`config.mk`:
```
export PLATFORM = sky130hd
export DESIGN_NAME = nbmf_div
export DESIGN_NICKNAME = d
export VERILOG_FILES = /design/src/hdl/nbmf_pkg.sv /design/src/hdl/nbmf_div.sv
export SDC_FILE = /design/constraint.sdc
export NUM_CORES = 1
export LEC_CHECK = 0
export CAP_MARGIN = 20
export CORE_MARGIN = 2
export CORE_UTILIZATION = 25
export CTS_BUF_LIST = sky130_fd_sc_hd__clkbuf_16
export DETAILED_ROUTE_END_ITERATION = 6
export DONT_BUFFER_PORTS = 1
export PLACE_DENSITY_LB_ADDON = 0.2
export SETUP_SLACK_MARGIN = 0.05
export SYNTH_ARGS = -nofsm -noshare
export SYNTH_HDL_FRONTEND = slang
export SYNTH_SLANG_ARGS = --single-unit
```
`constraint.sdc`:
```
create_clock -name clk -period 6.7 [get_ports clk]
set_clock_uncertainty 0.15 [all_clocks]
set_input_delay 0.335 -clock clk [delete_from_list [all_inputs] [get_ports clk]]
set_output_delay 0.335 -clock clk [all_outputs]
set_load 0.01 [all_outputs]
```
`src/hdl/nbmf_pkg.sv`:
```
// Package: frame geometry, widths, codes and item types of the bright-mean fill block.
package nbmf_pkg;

    localparam int FRAME_WIDTH  = 640;
    localparam int FRAME_HEIGHT = 480;
    localparam int DIM_MAX      = (FRAME_WIDTH > FRAME_HEIGHT) ? FRAME_WIDTH : FRAME_HEIGHT;
    localparam int DEPTH        = FRAME_WIDTH * FRAME_HEIGHT;

    localparam int XW       = $clog2(FRAME_WIDTH);
    localparam int YW       = $clog2(FRAME_HEIGHT);
    localparam int RAD_W    = $clog2(DIM_MAX);
    localparam int COORD_W  = RAD_W + 2;
    localparam int ADDR_W   = $clog2(DEPTH);
    localparam int CNT_W    = $clog2(DEPTH + 1);
    localparam int QUO_W    = 8;
    localparam int SUM_W    = CNT_W + QUO_W;
    localparam int STEP_W   = $clog2(QUO_W);

    localparam logic [7:0] THRESHOLD_RESET = 8'h60;

    localparam logic REQ_STORE = 1'b0;
    localparam logic REQ_QUERY = 1'b1;

    typedef logic signed [COORD_W-1:0] coord_t;

    typedef struct packed {
        logic       req_type;
        logic [9:0] pos_x;
        logic [8:0] pos_y;
        logic [7:0] pixel_in;
    } req_t;

    typedef struct packed {
        logic [7:0] filled_value;
        logic [9:0] radius_used;
        logic       none_bright;
    } rsp_t;

    typedef struct packed {
        logic              we;
        logic [ADDR_W-1:0] waddr;
        logic [7:0]        wdata;
        logic              re;
        logic [ADDR_W-1:0] raddr;
    } mem_req_t;

endpackage

```
`src/hdl/nbmf_div.sv`:
```
// Restoring divider: one quotient bit per cycle, quotient known to fit QUO_W bits.
module nbmf_div (
    input  logic                        clk,
    input  logic                        rst_n,
    input  logic                        start,
    input  logic [nbmf_pkg::SUM_W-1:0]  dividend,
    input  logic [nbmf_pkg::CNT_W-1:0]  divisor,
    output logic                        done,
    output logic [nbmf_pkg::QUO_W-1:0]  quotient
);
    import nbmf_pkg::*;

    logic              busy_reg;
    logic              done_reg;
    logic [STEP_W-1:0] step_reg;
    logic [SUM_W-1:0]  rem_reg;
    logic [CNT_W-1:0]  den_reg;
    logic [QUO_W-1:0]  quo_reg;
    logic [SUM_W-1:0]  trial;
    logic              fits;

    always_comb
    begin
        trial = SUM_W'(den_reg) << step_reg;
        fits  = (rem_reg >= trial);
    end

    always_ff @(posedge clk or negedge rst_n)
    begin
        if (!rst_n)
        begin
            busy_reg <= 1'b0;
            done_reg <= 1'b0;
            step_reg <= '0;
        end
        else
        begin
            done_reg <= 1'b0;
            if (start)
            begin
                busy_reg <= 1'b1;
                step_reg <= STEP_W'(QUO_W - 1);
            end
            else if (busy_reg)
            begin
                if (step_reg == '0)
                begin
                    busy_reg <= 1'b0;
                    done_reg <= 1'b1;
                end
                else
                begin
                    step_reg <= step_reg - 1'b1;
                end
            end
        end
    end

    always_ff @(posedge clk)
    begin
        if (start)
        begin
            rem_reg <= dividend;
            den_reg <= divisor;
            quo_reg <= '0;
        end
        else if (busy_reg && fits)
        begin
            rem_reg           <= rem_reg - trial;
            quo_reg[step_reg] <= 1'b1;
        end
    end

    assign done     = done_reg;
    assign quotient = quo_reg;

endmodule

```
==> flow_summary.json, run 1 <==
{
  "largest_reg_flops": 27,
  "r2r_setup_slack_ps": 1380,
  "nFillCells": 1924,
  "io_pins": 58,
  "worst_ir_drop_vdd_uv": 148,
  "first_iter_violations": 281,
  "detail_route.wl_per_cell_microns": 18.7,
  "synth_seq_cells": 59,
  "crit_slowest_cell": "dfrtp_1",
  "clock_path_buffers": 2,
  "multi_input_area_sq_mm": 0.00276,
  "hold_violations": 0,
  "grt_start_max_net_pins": 57,
  "ant_nets": 0,
  "hp-class": "primary input to register",
  "drive_above_1_share_pct": 8.06,
  "slowest_delay_ps": 1000,
  "drv_cap": 0,
  "globalRouteOverflowTotal": 0,
  "synth-seq-area-share_pct": 36.3,
  "place.port_buffers": 0,
  "cts_tree": "yes",
  "period_needed_ps": 5320,
  "diodes": 0,
  "synth_area_per_cell_sq_um": 9.19,
  "critPathMaxFanout": 24,
  "cts_buffers": 9,
  "post_drt_via_cell_ratio": 5.32,
  "drt_pre_antenna_iters": 5,
  "finalSetupTns_ps": 0,
  "synth_edf_count": 46,
  "crit_family": "compound AO/OA/AOI/OAI gates",
  "synth_nets": 578,
  "cts.htree.levels": 3,
  "areaGrowthSynthToFinish_pct": 15.3,
  "cts-resized-gates": 0,
  "start_kind": "register",
  "clk_latency_ps": 340,
  "grt_pass1_wl_mm": 21.1,
  "setup_ws_ps": 1380,
  "drt_wl_total_mm": 13.8,
  "gp_congestion": 0.880,
  "synthFlopType": "edfxtp_1",
  "path_buf_inv": 2,
  "synthArstFlopShare_pct": 8.47,
  "cts.root.buffer_cell": "clkbuf_16",
  "final_common_cell": "nand2_1",
  "regArea_sq_mm": 0.00167,
  "antenna_found_initial": 0,
  "grt_pass1_vias": 3727,
  "worstMarginPinSlew_ps": 1010,
  "path_cells": "buf_4 > mux2i_1 > a21oi_1 > a21oi_1 > ha_1 > nand2_1 > nor4_1 > a31oi_1 > o21ai_0 > a31oi_2 > o21ai_2 > buf_4",
  "rows": 49,
  "netlist_instances": 500,
  "dp_hpwl_mm": 10.5,
  "leakagePower_uw": 0.00193,
  "clk_transition_reported_paths_ps": 60,
  "p_per_area_mw_per_mm2": 474,
  "track_usage_pct": 14.0,
  "synth-warning-count": 0,
  "cts_sinks": 59,
  "die_h_microns": 140,
  "yosys.cell_types.count": 56,
  "die_area_sq_mm": 0.0195,
  "dp_slack_ps": 1400,
  "netlist_area_sq_mm": 0.00459,
  "rsz0062_at_grt": "false",
  "arrival_ps": 5180,
  "core_area_sq_mm": 0.0180,
  "route.vias.total": 3929,
  "fin_crit_sh_pct": 79.3,
  "setup_viol": 0,
  "required_ps": 6570,
  "layout_common_cells": "66 x nand2_1, 46 x edfxtp_1, 39 x a21oi_1",
  "fin_nets": 582,
  "status": "finished clean",
  "drc_errors": 0,
  "maxSlewViolCount": 0,
  "dieWidth_microns": 140,
  "fmax_mhz": 188,
  "initial_core_util_pct": 25.5,
  "maxSlewHeadroom_pct": 32.5,
  "crit_type": "register to register",
  "critPathCaptureType": "register"
}
worst paths after layout:
kind                                          startpoint  cells after the start                       end
worst max-delay path             step_reg[0]$_DFFE_PN0P_                     12      rem_reg[2]$_DFFE_PP_
worst min-delay path                        dividend[14]                      2     rem_reg[14]$_DFFE_PP_
worst max register to register   step_reg[0]$_DFFE_PN0P_                     12      rem_reg[2]$_DFFE_PP_
worst min register to register  quotient[3]$_SDFFE_PP0P_                      2  quotient[3]$_SDFFE_PP0P_
max in group asynchronous                          rst_n                      1   step_reg[2]$_DFFE_PN0P_
min in group asynchronous                          rst_n                      1   step_reg[1]$_DFFE_PN0P_
cell families (layout without fill, tap and decap cells):
logic type,count (synthesis),in the layout,synth area share (%)
simple gates,180,180,18.3
compound gates,140,140,20.6
flops,59,59,36.3
buf+inv,42,51,3.73
mux,34,34,9.99
fa+ha+maj,29,29,8.06
xor+xnor,16,16,3.05
cell type report:
type | instances | area share, %
multi-input combinational | 399 | 52.1
timing repair buffer | 24 | 4.39
inverter | 11 | 0.780
sequential | 59 | 31.5
clock inverter | 7 | 1.58
clock buffer | 9 | 4.25
tap | 229 | 5.41
metal layers:
layer  GRT usage (%)  share of wire [%]  wire length (microns)
met4            4.16                1.7                    233
met2            22.5                 47                   6460
met1            19.3                 47                   6520
met3            2.72                4.3                    592
met5               0                  0                      0
synthesized netlist by cell type (all sizes together) (9+ instances only):
cell    instances  area [sq um]
inv            10          37.5
clkbuf         16          60.1
nand3          19          95.1
xnor2          13           114
nand2          66           248
nand4          11          68.8
a21oi          40           204
ha             28           350
nor2           33           124
mux2i          20           200
a211oi          9          72.6
o21ai          36           180
buf            15          70.1
edfxtp         46          1380
nor3           15          75.1
mux4            9           203
power breakdown:
group / internal (uW) / switching, uW / total (uW)
logic: 531 / 868 / 1400
registers: 543 / 72.9 / 616
clock network: 321 / 175 / 496
total: 1400 / 1120 / 2510
per-stage QoR:
| step | cell area [sq um] | total power (uW) | hold WS [ps] | utilization [%] | instances |
|---|---|---|---|---|---|
| detailed placement | 4780 | 1990 | -110 | 26.5 | 701 |
| global placement | 4780 | 1990 | -110 | 26.5 | 701 |
| floorplan | 4590 | 1660 | -111 | - | 500 |
| global route | 5300 | 2690 | 60.8 | 29.4 | 738 |
| finish | 5300 | 2510 | 39.6 | 29.4 | 738 |
| CTS | 5300 | 2510 | 30.5 | 29.4 | 738 |
what timing repair did:
action,CTS,global route
buffers inserted,0,0
hold buffers,21,0
hold endpoints to repair,46,0
Power figures use the tool's default switching activity.
==> inputs of run 2 (changes only) <==
clock period = 4.7 ns   (was 6.7 ns; I/O delays follow)
==> run 2 against run 1 <==
Design area grew 4.9%. Combinational power grew 45%. Highest routed layer unchanged. Hold slack lost 32 ps.
==> flow_summary.json, run 2 (synthesis gave the netlist of run 1 again) <==
{
  "status": "finished clean",
  "min_from": "start",
  "hold_violations": 0,
  "initial_core_util_pct": 25.5,
  "io_pins": 58,
  "p_per_area_mw_per_mm2": 641,
  "rows": 49,
  "largest_reg_flops": 27,
  "post_drt_via_cell_ratio": 5.22,
  "dieWidth_microns": 140,
  "antenna_found_initial": 0,
  "cpMostUsedCell": "nor2_1",
  "start_kind": "register",
  "detail_route.wl_per_cell_microns": 18.5,
  "r2r_setup_slack_ps": 540,
  "drv_cap": 0,
  "finalSetupTns_ps": 0,
  "critPathMaxFanout": 27,
  "reg2reg_depth": 13,
  "drive_above_1_share_pct": 9.53,
  "first_iter_violations": 233,
  "place_inst": 708,
  "crit_type": "register to register",
  "rsz0062_at_grt": "false",
  "die_area_sq_mm": 0.0195,
  "grt_start_max_net_pins": 51,
  "path_cells": "buf_4 > mux2_2 > nor2_1 > nor2_1 > mux2i_1 > ha_1 > a21oi_1 > o21ai_1 > a2111oi_0 > o21ai_0 > a31oi_2 > o21ai_2 > buf_12",
  "fmax_mhz": 240,
  "required_ps": 4630,
  "period_needed_ps": 4160,
  "cts_tree": "yes",
  "r2r-start": "step_reg[0]$_DFFE_PN0P_",
  "slowest_delay_ps": 730,
  "whs_path_depth": 2,
  "layout_common_cells": "66 x nand2_1, 46 x edfxtp_1, 39 x a21oi_1, 39 x dlygate4sd3_1, 34 x o21ai_0",
  "hp-class": "primary input to register",
  "grt_pass1_vias": 3989,
  "crit_slowest_cell": "dfrtp_1",
  "dpl_cell_area_sq_mm": 0.00484,
  "globalRouteOverflowTotal": 0,
  "arrival_ps": 4090,
  "drt_wl_total_mm": 14.1,
  "clock_path_buffers": 2,
  "diodes": 0,
  "die_h_microns": 140,
  "leakagePower_uw": 0.00207,
  "gp_congestion": 0.866,
  "drc_errors": 0,
  "core_area_sq_mm": 0.0180,
  "final_common_cell": "nand2_1",
  "areaGrowthSynthToFinish_pct": 21.0,
  "maxSlewViolCount": 0,
  "cts_sinks": 59,
  "worst_ir_drop_vdd_uv": 213,
  "fin_crit_sh_pct": 88.5,
  "stdcell_count": 764,
  "min_to": "rem_reg[18]$_DFFE_PP_",
  "fin_area_sq_mm": 0.00556,
  "clk_latency_ps": 340,
  "reg2reg_to": "rem_reg[0]$_DFFE_PP_",
  "cts.htree.levels": 3,
  "route.vias.total": 3989,
  "grt_pass1_wl_mm": 22.3,
  "clk_transition_reported_paths_ps": 50,
  "cts.root.buffer_cell": "clkbuf_16",
  "critPathCaptureType": "register",
  "cts_buffers": 9,
  "ant_nets": 0,
  "track_usage_pct": 14.8,
  "maxSlewHeadroom_pct": 45.9,
  "worstMarginPinSlew_ps": 807,
  "cts-resized-gates": 0,
  "fin_nets": 608,
  "place.port_buffers": 0,
  "drt_pre_antenna_iters": 4,
  "crit_family": "compound AO/OA/AOI/OAI gates",
  "path_buf_inv": 2,
  "setup_viol": 0,
  "dp_hpwl_mm": 10.4
}
==> run 2: cell types whose count changed in the layout (fill, tap and decap cells not counted), moves of 2 or more <==
cell / change
buf_4: +6
bufinv_16: -2
clkbuf_16: +2
clkinv_1: -2
dlygate4sd3_1: +18
inv_2: +2
==> run 2: how the worst max path moves through the flow <==
stage                             from              endpoint  slack [ps]  cells after the start
5_1_grt        step_reg[0]$_DFFE_PN0P_  rem_reg[0]$_DFFE_PP_         110                     13
6_report       step_reg[0]$_DFFE_PN0P_  rem_reg[0]$_DFFE_PP_         540                     13
2_1_floorplan  step_reg[0]$_DFFE_PN0P_  rem_reg[0]$_DFFE_PP_         140                     11
4_1_cts        step_reg[0]$_DFFE_PN0P_  rem_reg[0]$_DFFE_PP_         520                     13
3_5_place_dp   step_reg[0]$_DFFE_PN0P_  rem_reg[2]$_DFFE_PP_         540                     13
3_3_place_gp   step_reg[0]$_DFFE_PN0P_  rem_reg[1]$_DFFE_PP_         600                     13
==> run 2: timing repair <==
action	in CTS	in global routing
hold buffers	40	0
setup endpoints to repair	0	0
setup buffers	0	0
hold endpoints to repair	65	0
==> run 2: cell type report <==
class,instances,area (sq um)
Multi-Input combinational cell,399,2760
Timing Repair Buffer,50,505
Clock buffer,11,275
Tap cell,229,287
Fill cell,1920,12500
Inverter,11,41.3
Sequential cell,59,1670
Clock inverter,5,22.5
==> run 2: routing by layer <==
metal	GRT usage [%]	vias to the layer above	wire (microns)
met5	0	-	0
li1	-	1962	-
met2	23.8	90	6550
met4	4.89	0	267
met1	19.9	1922	6720
met3	3.13	15	574
==> run 2: power by group <==
part | total (uW) | internal, uW | switching [uW]
clock | 668 | 416 | 252
combinational | 2030 | 792 | 1240
sequential | 862 | 773 | 89.7
total | 3560 | 1980 | 1580
==> run 2: per-stage QoR <==
step | power [uW] | setup slack, ps | hold slack, ps | util [%]
finish | 3560 | 539 | 7.67 | 30.8
global route | 3830 | 115 | 3.19 | 30.8
CTS | 3570 | 515 | 1.23 | 30.8
detailed placement | 2850 | 538 | -210 | 26.9
global placement | 2840 | 599 | -210 | 26.9
floorplan | 2360 | 140 | -211 | -
